`config.mk`:
```
export PLATFORM = sky130hd
export DESIGN_NAME = weighted_edit_distance
export DESIGN_NICKNAME = d
export VERILOG_FILES = /design/src/hw/rtl/wed_pkg.sv /design/src/hw/rtl/weighted_edit_distance.sv /design/src/hw/rtl/wed_div.sv /design/src/hw/rtl/wed_dp.sv /design/src/hw/rtl/wed_ctrl.sv
export SDC_FILE = /design/constraint.sdc
export NUM_CORES = 2
export LEC_CHECK = 0
export ABC_AREA = 1
export BUFFER_PORTS_ARGS = -buffer_cell sky130_fd_sc_hd__buf_4
export CORE_ASPECT_RATIO = 0.5
export CORE_MARGIN = 2
export CORE_UTILIZATION = 45
export CTS_BUF_LIST = sky130_fd_sc_hd__clkbuf_2 sky130_fd_sc_hd__clkbuf_4 sky130_fd_sc_hd__clkbuf_8
export DETAILED_ROUTE_END_ITERATION = 16
export SLEW_MARGIN = 20
export SYNTH_ARGS = -nofsm -noshare
export SYNTH_HDL_FRONTEND = slang
export SYNTH_SLANG_ARGS = --single-unit
export TNS_END_PERCENT = 5
```
`constraint.sdc`:
```
create_clock -name i_clk -period 8.7 [get_ports i_clk]
set_clock_uncertainty 0.15 [all_clocks]
set_input_delay 1.305 -clock i_clk [delete_from_list [all_inputs] [get_ports i_clk]]
set_output_delay 1.305 -clock i_clk [all_outputs]
set_load 0.05 [all_outputs]
```
`src/hw/rtl/wed_pkg.sv`:
```
package wed_pkg;

    // field and datapath widths
    localparam int SYM_W    = 6;
    localparam int COST_W   = 3;
    localparam int CELL_W   = 11;
    localparam int SCORE_W  = 17;
    localparam int COL_W    = 3;
    localparam int SUM_W    = 12;
    localparam int SAT_IN_W = 20;
    localparam int DIV_W    = 16;
    localparam int IDX_W    = 2;

    localparam int CELL_MAX    = 2047;
    localparam int SCORE_SCALE = 25;

    // opcodes
    localparam logic [1:0] OP_CLEAR  = 2'd0;
    localparam logic [1:0] OP_APPEND = 2'd1;
    localparam logic [1:0] OP_QUERY  = 2'd2;
    localparam logic [1:0] OP_FINISH = 2'd3;

    // configuration register indexes
    localparam logic [IDX_W-1:0] CFG_ADJACENT = 2'd0;
    localparam logic [IDX_W-1:0] CFG_MISMATCH = 2'd1;
    localparam logic [IDX_W-1:0] CFG_GAP      = 2'd2;

    typedef logic [CELL_W-1:0] t_cell;

    typedef struct packed {
        logic [COST_W-1:0] adjacent;
        logic [COST_W-1:0] mismatch;
        logic [COST_W-1:0] gap;
    } t_cfg;

    // controller to datapath
    typedef struct packed {
        logic accept;
        logic sweep_step;
        logic fin_load;
        logic out_load;
    } t_cmd;

    // datapath to controller
    typedef struct packed {
        logic qlen_full;
        logic sweep_done;
        logic div_done;
        logic out_free;
    } t_sts;

    // clamp a wide non-negative value to the cell range
    function automatic t_cell f_sat(input logic [SAT_IN_W-1:0] v);
        if (v > SAT_IN_W'(CELL_MAX)) begin
            return t_cell'(CELL_MAX);
        end
        return v[CELL_W-1:0];
    endfunction

endpackage

```
`src/hw/rtl/weighted_edit_distance.sv`:
```
// clear and append update the strings when accepted; a query symbol sweeps a
// reference of n symbols, one row-memory read per cell
// finish: reads the last row cell and runs the 16-step score divider, then loads
// the result beat; the next item is accepted while a result beat waits
// reset (synchronous, active low) empties both strings, clears the overflow
// flag and loads cost registers 1, 4, 4; the memories are not cleared
module weighted_edit_distance
    import wed_pkg::*;
#(
    parameter int MAX_LENGTH   = 64,
    parameter int GRID_COLUMNS = 8
) (
    input  logic               i_clk,
    input  logic               i_rst_n,
    input  logic               i_in_valid,
    output logic               o_in_ready,
    input  logic [1:0]         i_opcode,
    input  logic [SYM_W-1:0]   i_symbol,
    output logic               o_out_valid,
    input  logic               i_out_ready,
    output logic [CELL_W-1:0]  o_distance_quarters,
    output logic [SCORE_W-1:0] o_score,
    output logic               o_length_overflow,
    input  logic               i_cfg_we,
    input  logic [IDX_W-1:0]   i_cfg_index,
    input  logic [COST_W-1:0]  i_cfg_data
);

    t_cfg r_cfg;
    t_cmd w_cmd;
    t_sts w_sts;

    // cost registers
    always_ff @(posedge i_clk) begin
        if (!i_rst_n) begin
            r_cfg.adjacent <= COST_W'(1);
            r_cfg.mismatch <= COST_W'(4);
            r_cfg.gap      <= COST_W'(4);
        end else if (i_cfg_we) begin
            case (i_cfg_index)
                CFG_ADJACENT: r_cfg.adjacent <= i_cfg_data;
                CFG_MISMATCH: r_cfg.mismatch <= i_cfg_data;
                CFG_GAP:      r_cfg.gap      <= i_cfg_data;
                default: begin
                end
            endcase
        end
    end

    wed_ctrl u_ctrl (
        .i_clk      (i_clk),
        .i_rst_n    (i_rst_n),
        .i_in_valid (i_in_valid),
        .i_opcode   (i_opcode),
        .o_in_ready (o_in_ready),
        .i_sts      (w_sts),
        .o_cmd      (w_cmd)
    );

    wed_dp #(
        .MAX_LENGTH   (MAX_LENGTH),
        .GRID_COLUMNS (GRID_COLUMNS)
    ) u_dp (
        .i_clk               (i_clk),
        .i_rst_n             (i_rst_n),
        .i_cmd               (w_cmd),
        .o_sts               (w_sts),
        .i_cfg               (r_cfg),
        .i_opcode            (i_opcode),
        .i_symbol            (i_symbol),
        .i_out_ready         (i_out_ready),
        .o_out_valid         (o_out_valid),
        .o_distance_quarters (o_distance_quarters),
        .o_score             (o_score),
        .o_length_overflow   (o_length_overflow)
    );

endmodule

```
`src/hw/rtl/wed_div.sv`:
```
module wed_div
    import wed_pkg::*;
#(
    parameter int DEN_W = 7
) (
    input  logic             i_clk,
    input  logic             i_rst_n,
    input  logic             i_start,
    input  logic [DIV_W-1:0] i_dividend,
    input  logic [DEN_W-1:0] i_divisor,
    output logic [DIV_W-1:0] o_quotient,
    output logic             o_done
);

    localparam int CNT_W = $clog2(DIV_W);

    logic             r_busy;
    logic [CNT_W-1:0] r_cnt;
    logic [DEN_W-1:0] r_rem;
    logic [DEN_W-1:0] r_den;
    logic [DIV_W-1:0] r_quo;

    logic [DEN_W:0]   w_rem_sh;
    logic [DEN_W:0]   w_diff;
    logic             w_ge;

    // one restoring step: shift in next dividend bit, try subtract
    always_comb begin
        w_rem_sh = {r_rem, r_quo[DIV_W-1]};
        w_ge     = (w_rem_sh >= {1'b0, r_den});
        w_diff   = w_rem_sh - {1'b0, r_den};
    end

    // control
    always_ff @(posedge i_clk) begin
        if (!i_rst_n) begin
            r_busy <= 1'b0;
            r_cnt  <= '0;
        end else if (i_start) begin
            r_busy <= 1'b1;
            r_cnt  <= '0;
        end else if (r_busy) begin
            r_cnt <= r_cnt + 1'b1;
            if (r_cnt == CNT_W'(DIV_W - 1)) begin
                r_busy <= 1'b0;
            end
        end
    end

    // remainder and quotient
    always_ff @(posedge i_clk) begin
        if (i_start) begin
            r_rem <= '0;
            r_den <= i_divisor;
            r_quo <= i_dividend;
        end else if (r_busy) begin
            r_rem <= w_ge ? w_diff[DEN_W-1:0] : w_rem_sh[DEN_W-1:0];
            r_quo <= {r_quo[DIV_W-2:0], w_ge};
        end
    end

    assign o_quotient = r_quo;
    assign o_done     = !r_busy;

endmodule

```
`src/hw/rtl/wed_dp.sv`:
```
module wed_dp
    import wed_pkg::*;
#(
    parameter int MAX_LENGTH   = 64,
    parameter int GRID_COLUMNS = 8
) (
    input  logic               i_clk,
    input  logic               i_rst_n,
    input  t_cmd               i_cmd,
    output t_sts               o_sts,
    input  t_cfg               i_cfg,
    input  logic [1:0]         i_opcode,
    input  logic [SYM_W-1:0]   i_symbol,
    input  logic               i_out_ready,
    output logic               o_out_valid,
    output logic [CELL_W-1:0]  o_distance_quarters,
    output logic [SCORE_W-1:0] o_score,
    output logic               o_length_overflow
);

    localparam int AW     = (MAX_LENGTH > 1) ? $clog2(MAX_LENGTH) : 1;
    localparam int LW     = $clog2(MAX_LENGTH + 1);
    localparam int NSYM   = 2 ** SYM_W;

    // length and flag state
    logic [LW-1:0]      r_ref_len;
    logic [LW-1:0]      r_qlen;
    logic               r_ovf;

    // sweep state
    logic [LW-1:0]      r_cnt;
    logic               r_rd_vld;
    logic [AW-1:0]      r_rd_addr;
    logic               r_fresh;
    logic [SYM_W-1:0]   r_sym;
    t_cell              r_diag;
    t_cell              r_left;
    t_cell              r_row0;

    // memories and registered read data
    t_cell              r_row_mem [MAX_LENGTH];
    logic [SYM_W-1:0]   r_ref_mem [MAX_LENGTH];
    t_cell              r_row_q;
    logic [SYM_W-1:0]   r_ref_q;

    // finish state
    t_cell              r_dist;
    logic               r_ovf_fin;
    logic               r_short_zero;

    // output register
    logic               r_out_valid;
    t_cell              r_dist_out;
    logic [SCORE_W-1:0] r_score_out;
    logic               r_ovf_out;

    logic [SYM_W-1:0]   w_row_tab [NSYM];
    logic [COL_W-1:0]   w_col_tab [NSYM];

    logic               w_is_append;
    logic               w_is_query;
    logic               w_append;
    logic               w_start;
    logic               w_issue;
    logic [AW-1:0]      w_rd_addr;
    logic [LW-1:0]      w_last;
    logic [LW-1:0]      w_qnext;
    t_cell              w_row0_next;
    logic [LW-1:0]      w_j;
    t_cell              w_above;
    logic [COST_W-1:0]  w_sub;
    logic               w_adj;
    logic [SYM_W-1:0]   w_ra;
    logic [SYM_W-1:0]   w_rb;
    logic [COL_W-1:0]   w_ca;
    logic [COL_W-1:0]   w_cb;
    logic [SUM_W-1:0]   w_up;
    logic [SUM_W-1:0]   w_lf;
    logic [SUM_W-1:0]   w_dg;
    logic [SUM_W-1:0]   w_best;
    t_cell              w_cell;
    logic [LW-1:0]      w_short;
    t_cell              w_dist;
    logic [DIV_W-1:0]   w_dividend;
    logic [DIV_W-1:0]   w_quot;
    logic               w_div_done;

    // symbol to grid row and column
    for (genvar gi = 0; gi < NSYM; gi++) begin : g_tab
        assign w_row_tab[gi] = SYM_W'(gi / GRID_COLUMNS);
        assign w_col_tab[gi] = COL_W'(gi % GRID_COLUMNS);
    end

    // accept decode
    always_comb begin
        w_is_append = i_cmd.accept && (i_opcode == OP_APPEND);
        w_is_query  = i_cmd.accept && (i_opcode == OP_QUERY);
        w_append    = w_is_append && (r_ref_len < LW'(MAX_LENGTH));
        w_start     = w_is_query && (r_qlen < LW'(MAX_LENGTH));
        w_qnext     = r_qlen + 1'b1;
        w_row0_next = f_sat(SAT_IN_W'(w_qnext) * SAT_IN_W'(i_cfg.gap));
    end

    // read address: sweep counter, else last reference cell for finish
    always_comb begin
        w_issue   = i_cmd.sweep_step && (r_cnt < r_ref_len);
        w_last    = r_ref_len - 1'b1;
        w_rd_addr = i_cmd.sweep_step ? r_cnt[AW-1:0] : w_last[AW-1:0];
    end

    // substitution cost
    always_comb begin
        w_ra  = w_row_tab[r_sym];
        w_rb  = w_row_tab[r_ref_q];
        w_ca  = w_col_tab[r_sym];
        w_cb  = w_col_tab[r_ref_q];
        w_adj = ((w_ra == w_rb) &&
                 (({1'b0, w_ca} + 1'b1 == {1'b0, w_cb}) ||
                  ({1'b0, w_cb} + 1'b1 == {1'b0, w_ca}))) ||
                ((w_ca == w_cb) &&
                 (({1'b0, w_ra} + 1'b1 == {1'b0, w_rb}) ||
                  ({1'b0, w_rb} + 1'b1 == {1'b0, w_ra})));
        if (r_sym == r_ref_q) begin
            w_sub = '0;
        end else if (w_adj) begin
            w_sub = i_cfg.adjacent;
        end else begin
            w_sub = i_cfg.mismatch;
        end
    end

    // one cell of the row update
    always_comb begin
        w_j     = LW'(r_rd_addr) + 1'b1;
        w_above = r_fresh ? f_sat(SAT_IN_W'(w_j) * SAT_IN_W'(i_cfg.gap)) : r_row_q;
        w_up    = SUM_W'(w_above) + SUM_W'(i_cfg.gap);
        w_lf    = SUM_W'(r_left) + SUM_W'(i_cfg.gap);
        w_dg    = SUM_W'(r_diag) + SUM_W'(w_sub);
        w_best  = w_up;
        if (w_lf < w_best) begin
            w_best = w_lf;
        end
        if (w_dg < w_best) begin
            w_best = w_dg;
        end
        w_cell = f_sat(SAT_IN_W'(w_best));
    end

    // finish: distance and divisor
    always_comb begin
        w_short = (r_qlen < r_ref_len) ? r_qlen : r_ref_len;
        if (r_qlen == '0) begin
            w_dist = f_sat(SAT_IN_W'(r_ref_len) * SAT_IN_W'(i_cfg.gap));
        end else if (r_ref_len == '0) begin
            w_dist = r_row0;
        end else begin
            w_dist = r_row_q;
        end
        w_dividend = DIV_W'(w_dist) * DIV_W'(SCORE_SCALE);
    end

    // lengths and overflow flag
    always_ff @(posedge i_clk) begin
        if (!i_rst_n) begin
            r_ref_len <= '0;
            r_qlen    <= '0;
            r_ovf     <= 1'b0;
        end else if (i_cmd.fin_load) begin
            r_qlen <= '0;
        end else if (i_cmd.accept) begin
            case (i_opcode)
                OP_CLEAR: begin
                    r_ref_len <= '0;
                    r_qlen    <= '0;
                    r_ovf     <= 1'b0;
                end
                OP_APPEND: begin
                    r_qlen <= '0;
                    if (w_append) begin
                        r_ref_len <= r_ref_len + 1'b1;
                    end else begin
                        r_ovf <= 1'b1;
                    end
                end
                OP_QUERY: begin
                    if (w_start) begin
                        r_qlen <= w_qnext;
                    end else begin
                        r_ovf <= 1'b1;
                    end
                end
                default: begin
                end
            endcase
        end
    end

    // sweep control
    always_ff @(posedge i_clk) begin
        if (!i_rst_n) begin
            r_cnt    <= '0;
            r_rd_vld <= 1'b0;
        end else if (w_start) begin
            r_cnt    <= '0;
            r_rd_vld <= 1'b0;
        end else begin
            r_rd_vld <= w_issue;
            if (w_issue) begin
                r_cnt <= r_cnt + 1'b1;
            end
        end
    end

    // sweep payload
    always_ff @(posedge i_clk) begin
        if (w_start) begin
            r_fresh <= (r_qlen == '0);
            r_sym   <= i_symbol;
            r_row0  <= w_row0_next;
            r_left  <= w_row0_next;
            r_diag  <= (r_qlen == '0) ? '0 : r_row0;
        end else if (r_rd_vld) begin
            r_diag <= w_above;
            r_left <= w_cell;
        end
        if (w_issue) begin
            r_rd_addr <= r_cnt[AW-1:0];
        end
    end

    // row and reference memories
    always_ff @(posedge i_clk) begin
        r_row_q <= r_row_mem[w_rd_addr];
        r_ref_q <= r_ref_mem[w_rd_addr];
        if (r_rd_vld) begin
            r_row_mem[r_rd_addr] <= w_cell;
        end
        if (w_append) begin
            r_ref_mem[r_ref_len[AW-1:0]] <= i_symbol;
        end
    end

    // finish capture
    always_ff @(posedge i_clk) begin
        if (i_cmd.fin_load) begin
            r_dist       <= w_dist;
            r_ovf_fin    <= r_ovf;
            r_short_zero <= (w_short == '0);
        end
    end

    wed_div #(
        .DEN_W (LW)
    ) u_div (
        .i_clk      (i_clk),
        .i_rst_n    (i_rst_n),
        .i_start    (i_cmd.fin_load),
        .i_dividend (w_dividend),
        .i_divisor  (w_short),
        .o_quotient (w_quot),
        .o_done     (w_div_done)
    );

    // output register
    always_ff @(posedge i_clk) begin
        if (!i_rst_n) begin
            r_out_valid <= 1'b0;
        end else if (i_cmd.out_load) begin
            r_out_valid <= 1'b1;
        end else if (i_out_ready) begin
            r_out_valid <= 1'b0;
        end
    end

    always_ff @(posedge i_clk) begin
        if (i_cmd.out_load) begin
            r_dist_out  <= r_dist;
            r_score_out <= r_short_zero ? SCORE_W'(r_dist) : SCORE_W'(w_quot);
            r_ovf_out   <= r_ovf_fin;
        end
    end

    // status
    always_comb begin
        o_sts.qlen_full  = (r_qlen >= LW'(MAX_LENGTH));
        o_sts.sweep_done = !w_issue && !r_rd_vld;
        o_sts.div_done   = w_div_done;
        o_sts.out_free   = !r_out_valid || i_out_ready;
    end

    assign o_out_valid         = r_out_valid;
    assign o_distance_quarters = r_dist_out;
    assign o_score             = r_score_out;
    assign o_length_overflow   = r_ovf_out;

    // lengths never pass the store depth
    a_len_bound: assert property (@(posedge i_clk) disable iff (!i_rst_n)
        (r_ref_len <= LW'(MAX_LENGTH)) && (r_qlen <= LW'(MAX_LENGTH)))
        else $error("length beyond store depth");

    // row memory is written only by a sweep
    a_write_in_sweep: assert property (@(posedge i_clk) disable iff (!i_rst_n)
        r_rd_vld |-> $past(i_cmd.sweep_step))
        else $error("row write outside sweep");

    // sweep never reads past the reference
    a_cnt_bound: assert property (@(posedge i_clk) disable iff (!i_rst_n)
        i_cmd.sweep_step |-> (r_cnt <= r_ref_len))
        else $error("sweep counter beyond reference length");

    // divider runs after the finish load
    a_div_busy: assert property (@(posedge i_clk) disable iff (!i_rst_n)
        i_cmd.fin_load |=> !o_sts.div_done)
        else $error("divider not started");

endmodule

```
`src/hw/rtl/wed_ctrl.sv`:
```
module wed_ctrl
    import wed_pkg::*;
(
    input  logic       i_clk,
    input  logic       i_rst_n,
    input  logic       i_in_valid,
    input  logic [1:0] i_opcode,
    output logic       o_in_ready,
    input  t_sts       i_sts,
    output t_cmd       o_cmd
);

    typedef enum logic [4:0] {
        S_IDLE   = 5'b00001,
        S_SWEEP  = 5'b00010,
        S_FIN_RD = 5'b00100,
        S_DIV    = 5'b01000,
        S_OUT    = 5'b10000
    } t_state;

    t_state r_state;
    t_state n_state;
    logic   w_accept;

    assign w_accept = i_in_valid && (r_state == S_IDLE);

    // next state and commands
    always_comb begin
        n_state          = r_state;
        o_cmd.accept     = w_accept;
        o_cmd.sweep_step = 1'b0;
        o_cmd.fin_load   = 1'b0;
        o_cmd.out_load   = 1'b0;
        case (r_state)
            S_IDLE: begin
                if (w_accept) begin
                    if (i_opcode == OP_QUERY && !i_sts.qlen_full) begin
                        n_state = S_SWEEP;
                    end else if (i_opcode == OP_FINISH) begin
                        n_state = S_FIN_RD;
                    end
                end
            end
            S_SWEEP: begin
                o_cmd.sweep_step = 1'b1;
                if (i_sts.sweep_done) begin
                    n_state = S_IDLE;
                end
            end
            S_FIN_RD: begin
                o_cmd.fin_load = 1'b1;
                n_state        = S_DIV;
            end
            S_DIV: begin
                if (i_sts.div_done) begin
                    n_state = S_OUT;
                end
            end
            S_OUT: begin
                if (i_sts.out_free) begin
                    o_cmd.out_load = 1'b1;
                    n_state        = S_IDLE;
                end
            end
            default: begin
                n_state = S_IDLE;
            end
        endcase
    end

    // state register
    always_ff @(posedge i_clk) begin
        if (!i_rst_n) begin
            r_state <= S_IDLE;
        end else begin
            r_state <= n_state;
        end
    end

    assign o_in_ready = (r_state == S_IDLE);

endmodule

```
## Word level (Yosys, flattened, before mapping)

Memory sizes are Yosys's and may differ from the RTL's. A register that Yosys moved wholly into a read port is not among the register bits.
Index checks and enable logic that the tools add are counted.

- Muxes and demuxes: 56
- $lt $le $gt $ge: 11
- Bitwise operators: 4
- Divide/modulo/power cells: 0
- Equality and inequality tests: 27
- Add/subtract/negate cells: 14
- Reductions and logical operators: 39
- Shifts and indexed selects: 0
- Multiply operators: 4

Operators with widths:

| cell | number |
|---|---|
| $mux 11 | 8 |
| $add 11x3->12 | 3 |
| $mux 16 | 2 |
| $mul 7x3->10 | 3 |
| $mux 10 | 3 |
| $mux 5 | 6 |
| $mux 6 | 5 |
| $mux 7 | 4 |
| $pmux 7 s2 | 2 |
| $pmux 5 s5 | 1 |
| $lt 12x12->1 | 2 |
| $mux 12 | 2 |
| $add 6x1->7 const B | 3 |
| $add 7x1->7 const B | 3 |
| $ge 7x7->1 const B | 3 |
| $logic_not 7->1 | 3 |
| $mux 3 | 6 |
| $mul 11x5->16 const B | 1 |
| $mux 1 | 16 |
| $eq 7x6->1 | 2 |
| $lt 7x7->1 | 2 |
| $lt 7x7->1 const B | 2 |
| $not 6->7 | 2 |
| $eq 6x6->1 | 2 |
| 32 further kinds | 69 |

- Input bits: 18
- Bits in read-only memories: 1152
- Logic and storage cells: 190
- Flip-flop bits (word level): 160
- Memories kept: 6
- Bits in writable memories: 1088
- Bits in latches: 0

Memory list:

| memory | depth | bits a word | read ports | clocked after Yosys merged registers in | write ports | line | text |
|---|---|---|---|---|---|---|---|
| u_dp.r_row_mem | 64 | 11 | 1 | 1 | 1 | wed_dp.sv:41 | `t_cell r_row_mem [MAX_LENGTH];` |
| (no name shown) | 64 | 6 | 1 | 0 | 0 | wed_dp.sv:113 | `w_ra = w_row_tab[r_sym];` |
| (no name shown) | 64 | 6 | 1 | 0 | 0 | wed_dp.sv:114 | `w_rb = w_row_tab[r_ref_q];` |
| u_dp.r_ref_mem | 64 | 6 | 1 | 1 | 1 | wed_dp.sv:42 | `logic [SYM_W-1:0] r_ref_mem [MAX_LENGTH];` |
| (no name shown) | 64 | 3 | 1 | 0 | 0 | wed_dp.sv:115 | `w_ca = w_col_tab[r_sym];` |
| (no name shown) | 64 | 3 | 1 | 0 | 0 | wed_dp.sv:116 | `w_cb = w_col_tab[r_ref_q];` |

## Logic depth before layout (Yosys ltp)

- Depth in word-level cells: 19
- Mapped depth: 42

## By module

Synthesis repeated with hierarchy kept, for this count alone.

- Cell total of the unflattened synthesis: 4722
- Area total of the unflattened synthesis: 55485.7 sq um

By module, submodules not included:

| module | cells each | sequential area each (sq um) | area each (sq um) | instances |
|---|---|---|---|---|
| wed_dp | 4391 | 36064.6 | 52821.9 | 1 |
| wed_div | 218 | 930.9 | 1853.0 | 1 |
| wed_ctrl | 57 | 100.1 | 409.1 | 1 |
| weighted_edit_distance | 56 | 180.2 | 401.6 | 1 |

## Least setup slack after synthesis

OpenSTA, ideal clock, no wires.

- Kind: reg-to-reg
- Start: register u_dp.r_rd_addr[0]
- End: memory u_dp.r_row_mem[0][10] (netlist bit), data pin
- Cell stages (with the launch flop): 35
- Arrival: 6.348 ns
- Path slack: 1.688 ns
- Required time: 8.036 ns
- Cell sequence: edfxtp_1 -> clkbuf_1 -> inv_1 -> nor2_1 -> xor2_1 -> nor2_1 -> fa_1 -> inv_1 -> fa_1 -> o21ai_4 -> nand2_2 -> nor2_2 -> nand3_1 -> xor2_1 -> ha_1 -> nand2_1 -> nor2_1 -> a211oi_1 -> nand2_1 -> a21oi_1 -> nand3_2 -> nand3_2 -> nand2_2 -> clkbuf_1 -> nand2_1 -> o21ai_0 -> ha_1 -> a21oi_1 -> nor2_1 -> a211oi_1 -> o221a_2 -> buf_1 -> nand3_1 -> nand2_1 -> nand2_1

- Longest elaborated chain between the ends: 11

Ends and longest elaborated chain:

| what | line | text |
|---|---|---|
| start: declaration | wed_dp.sv:33 | `logic [AW-1:0] r_rd_addr;` |
| start signal: assignment | wed_dp.sv:227 | `r_rd_addr <= r_cnt[AW-1:0];` |
| $add 6x1->7 (*) | wed_dp.sv:134 | `w_j = LW'(r_rd_addr) + 1'b1;` |
| $mul 7x3->10 (*) | wed_dp.sv:135 | `w_above = r_fresh ? f_sat(SAT_IN_W'(w_j) * SAT_IN_W'(i_cfg.gap)) : r_row_q;` |
| $mux 11 (*) | wed_dp.sv:135 |  |
| $add 11x3->12 (*) | wed_dp.sv:136 | `w_up = SUM_W'(w_above) + SUM_W'(i_cfg.gap);` |
| $lt 12x12->1 | wed_dp.sv:140 | `if (w_lf < w_best) begin` |
| $mux 12 (*) | wed_dp.sv:140 |  |
| $lt 12x12->1 | wed_dp.sv:143 | `if (w_dg < w_best) begin` |
| $mux 12 (*) | wed_dp.sv:143 |  |
| $gt 12x11->1 | wed_pkg.sv:54 | `if (v > SAT_IN_W'(CELL_MAX)) begin` |
| $mux 1 | wed_pkg.sv:54 |  |
| $mux 11 (*) | wed_pkg.sv:57 | `return v[CELL_W-1:0];` |
| net u_dp.w_cell[10] | wed_dp.sv:81 | `t_cell w_cell;` |
| end: declaration | wed_dp.sv:41 |  |

Mark *: on every way through the listed nets, which the timed path passes. The rest lies on a longest branch.

## Final worst setup path

- Start: register u_dp.r_rd_addr[0]
- End: memory u_dp.r_row_mem[41][4] (netlist bit), data pin

The elaborated chain is that of the path after synthesis.

==> flow_summary.toml <==
[outcome]
status = "finished clean"

[synth]
fraction_of_registers_with_async_set_or_reset_after_synthesis_pct = 0
mappedNetlistNets = 4799
synth.avg_cell_area_um2 = 11.90
number_of_enable_flip_flop_cells_after_synthesis = 1196
ys_dominant_reg_cell = "edfxtp_1"
synthesis.instances = 4625
netlist_area_um2 = 55050
yosysSeqAreaShare_pct = 67.72
yosys_synthesis_warning_count = 0
ys_ff_latch = 1264
ys_types = 53

[setup_path]
cp_common_cell = "nand2_1"
critical_path.endpoint_type = "flip-flop"
critical_path.startpoint_type = "flip-flop"
criticalPathCategory = "flip-flop to flip-flop"
timing.critical_path.slowest_cell_delay_ps = 640
slowest_stage = "edfxtp_1"
critPathRequiredTime_ps = 9090
crit_path_max_fanout = 65
critPathArrivalTime_ps = 8350

[pwr]
power.combinational.fraction_pct = 32.6
power_density_nw_per_um2 = 320.8
p_sw_w = 0.007270
seq_power_share_pct = 42.9
switching_power_as_a_share_of_total_power_pct = 37.28
p_int_w = 0.01223
clkPwrFrac_pct = 24.4
power.leakage_nw = 20.90
vdd.ir_drop.worst_v = 0.0004133

[die]
floorplan.initialDensity_pct = 45.52
overall_die_width_um = 498.6
design.core.area_um2 = 120900
dieArea_um2 = 125300
ios = 49
floorplan.rows = 90
die_h_um = 251.3

[cts]
post_cts_buffers = 0
cts_inserted_buffers = 179
tritoncts = "built"
cts.sinks = 1264
clock_path_buffers = 3
cts.clk_slew.worst_paths_ps = 70
clock_latency_on_the_worst_skew_pair_ps = 920
clock_tree.htree_level_count = 4
hold_buffers = 0
clock-root-buffer = "clkbuf_8"

[timing]
relSlewSlack_pct = 23.91
finalMaxSlewViolations = 0
finalHoldViolCount = 0
final-setup-viol-count = 0
tightestPinTransition_ps = 1140
max_clock_freq_mhz = 125.7
period_minus_slack_ps = 7957
rsz0062_at_grt = "true"
final_critical_path_share_of_the_clock_period_pct = 91.46
timing.setup.tns_ps = 0

[placement]
finalWeightedCongestion = 0.8846
detailedPlacementHpwl_um = 87350
placed_cells = 6080
port_buffers = 47

[cells_and_area]
area_growth_syn_to_layout_pct = 10.41
mostFrequentLayoutCell = "edfxtp_1"
layout.filler_cells = 10555
stdcell_count = 6409
drive_gt1_share_pct = 10.43
multiInputGateArea_um2 = 15920
most_used_cells_in_the_layout_excluding_fill_and_tap_cells = "1196 x edfxtp_1, 776 x nor2_1, 634 x o21ai_0"
finalCoreUtilization_pct = 50.25
finish.net_count = 4825
register_area_um2 = 37280

[grt]
grt_first_pass_wirelength_um = 222200
grt_start_max_net_pins = 179
vias_in_the_first_global_route = 35451
overflow = 0
antenna_found_initial = 6
globalRouteTotalUtil_pct = 23.40

[min_path]
min-delay-path-class = "flip-flop to flip-flop"

[route]
detail_route.iter0.violations = 4138
drt_drc_violations_left = 0
route.final.wire_length_um = 148300
length_of_the_first_detailed_routing_pass_in_iterations = 7
final_antenna_net_count = 0
post_drt_wl_per_cell_um = 23.14
dr_total_vias = 37139
via_per_inst = 5.795

[run]
drv.max_cap_violation_count = 0
-- per-layer routing --
metal  share of wire [%]  global-route usage (%)  up-vias
met2                  43                   33.65     1449
met5               0.014                       0        -
met4                 2.1                   6.487        4
li1                    -                       -    17028
met3                 9.6                   6.390      227
met1                  46                   34.74    18431
-- logic make-up (layout without fill, tap and decap cells) --
family          after synthesis  after routing  synth area share, %
compound gates             1188           1188                12.91
flops                      1264           1264                67.72
fa+ha+maj                   156            156                3.928
xor+xnor                     59             59               0.9387
simple gates               1428           1428                10.74
mux                           2              2              0.04091
buf+inv                     527            698                3.714
other cells                   1              4             0.006812
-- flip-flops by register name, indices dropped and copies added, names as in the netlist, 4 cells and up --
name                      flops
r_cfg                         9
u_ctrl.r_state                5
u_dp.o_distance_quarters     11
u_dp.o_score                 16
u_dp.r_cnt                    7
u_dp.r_diag                  11
u_dp.r_dist                  11
u_dp.r_left                  11
u_dp.r_qlen                   7
u_dp.r_rd_addr                6
u_dp.r_ref_len                7
u_dp.r_ref_mem              384
u_dp.r_ref_q                  6
u_dp.r_row0                  10
u_dp.r_row_mem              704
u_dp.r_row_q                 11
u_dp.r_sym                    6
u_dp.u_div.o_quotient        16
u_dp.u_div.r_cnt              4
u_dp.u_div.r_den              7
u_dp.u_div.r_rem              7
-- synth_stat cells, types with 2 or more instances --
cell type     n  area, um^2
a211oi_1      9       67.56
a21oi_1      83       415.4
a22oi_1       2       15.01
a31oi_1       7       43.79
a32o_1        2       20.02
buf_1         2       7.510
buf_2        17       85.08
buf_4         2       15.01
buf_6         2       22.52
clkbuf_1    250       938.4
clkinv_1      6       22.52
dfxtp_1      68        1361
edfxtp_1   1196       35910
fa_1         28       560.5
ha_1        128        1602
inv_1       241       904.6
inv_2         4       15.01
mux2_2        2       22.52
nand2_1     342        1284
nand2_2       5       31.28
nand2_4      11       123.9
nand3_1     198       991.0
nand3_2       5       50.05
nand3b_1      4       30.03
nand4_1      22       137.6
nor2_1      796        2988
nor2_2        5       31.28
nor3_1       19       95.09
nor4_1        7       43.79
o211ai_1    140        1051
o21a_1        6       45.04
o21ai_0     636        3183
o21ai_1       5       25.02
o21bai_1      6       45.04
o221ai_1    136        1191
o22ai_1     145       907.1
o31ai_1       5       37.54
or2_2        11       68.82
xnor2_1      19       166.4
xor2_1       40       350.3
-- worst max-delay path, delay by kind of cell (launching register included) --
kind            cells  cell delay [ps]
simple gates       20             2810
flops               1              640
fa+ha+maj           4             1610
buf+inv             3              440
compound gates      6             1580
xor+xnor            1              260
-- power by group through the flow --
stage | clock [W] | sequential, W | combinational, W
after floorplan | 0 | 0.00846 | 0.00401
after global placement | 0 | 0.00849 | 0.00619
after detailed placement | 0 | 0.00850 | 0.00632
after CTS | 0.00485 | 0.00837 | 0.00636
after global routing | 0.00512 | 0.00838 | 0.00705
final | 0.00477 | 0.00837 | 0.00637
-- stage by stage --
step | instance area (um^2) | power (W) | setup slack [ps] | hold slack [ps]
global placement | 57140 | 0.01468 | 558.7 | 252.8
global route | 60770 | 0.02055 | -61.22 | 270.2
floorplan | 55050 | 0.01248 | 1688 | 250.3
finish | 60780 | 0.01950 | 742.9 | 264.9
detailed placement | 57160 | 0.01482 | 558.3 | 254.5
CTS | 60760 | 0.01958 | 558.2 | 259.3
-- worst paths after layout --
path / start / end / slack (ps) / cells past startpoint
hold / removal: u_dp.r_ovf / u_dp.r_ovf_fin / 260 / 0
setup / recovery: u_dp.r_rd_addr[0] / u_dp.r_row_mem[41][4] / 740 / 34
hold reg to reg: u_dp.r_ovf / u_dp.r_ovf_fin / 260 / 0
setup reg to reg: u_dp.r_rd_addr[0] / u_dp.r_row_mem[41][4] / 740 / 34
-- layout make-up --
type / instances / area share (%)
Antenna cell: 3 / 0.01235
Clock buffer: 266 / 5.221
Clock inverter: 60 / 0.7020
Inverter: 252 / 1.598
Multi-Input combinational cell: 2834 / 26.19
Sequential cell: 1264 / 61.33
Tap cell: 1610 / 3.315
Timing Repair Buffer: 120 / 1.626
-- timing repair --
action                                 in CTS  in global routing
resized for setup                           0                  3
endpoints found under the hold margin       0                  0
setup endpoints to repair                   0                455
Power figures use the tool's default switching activity.
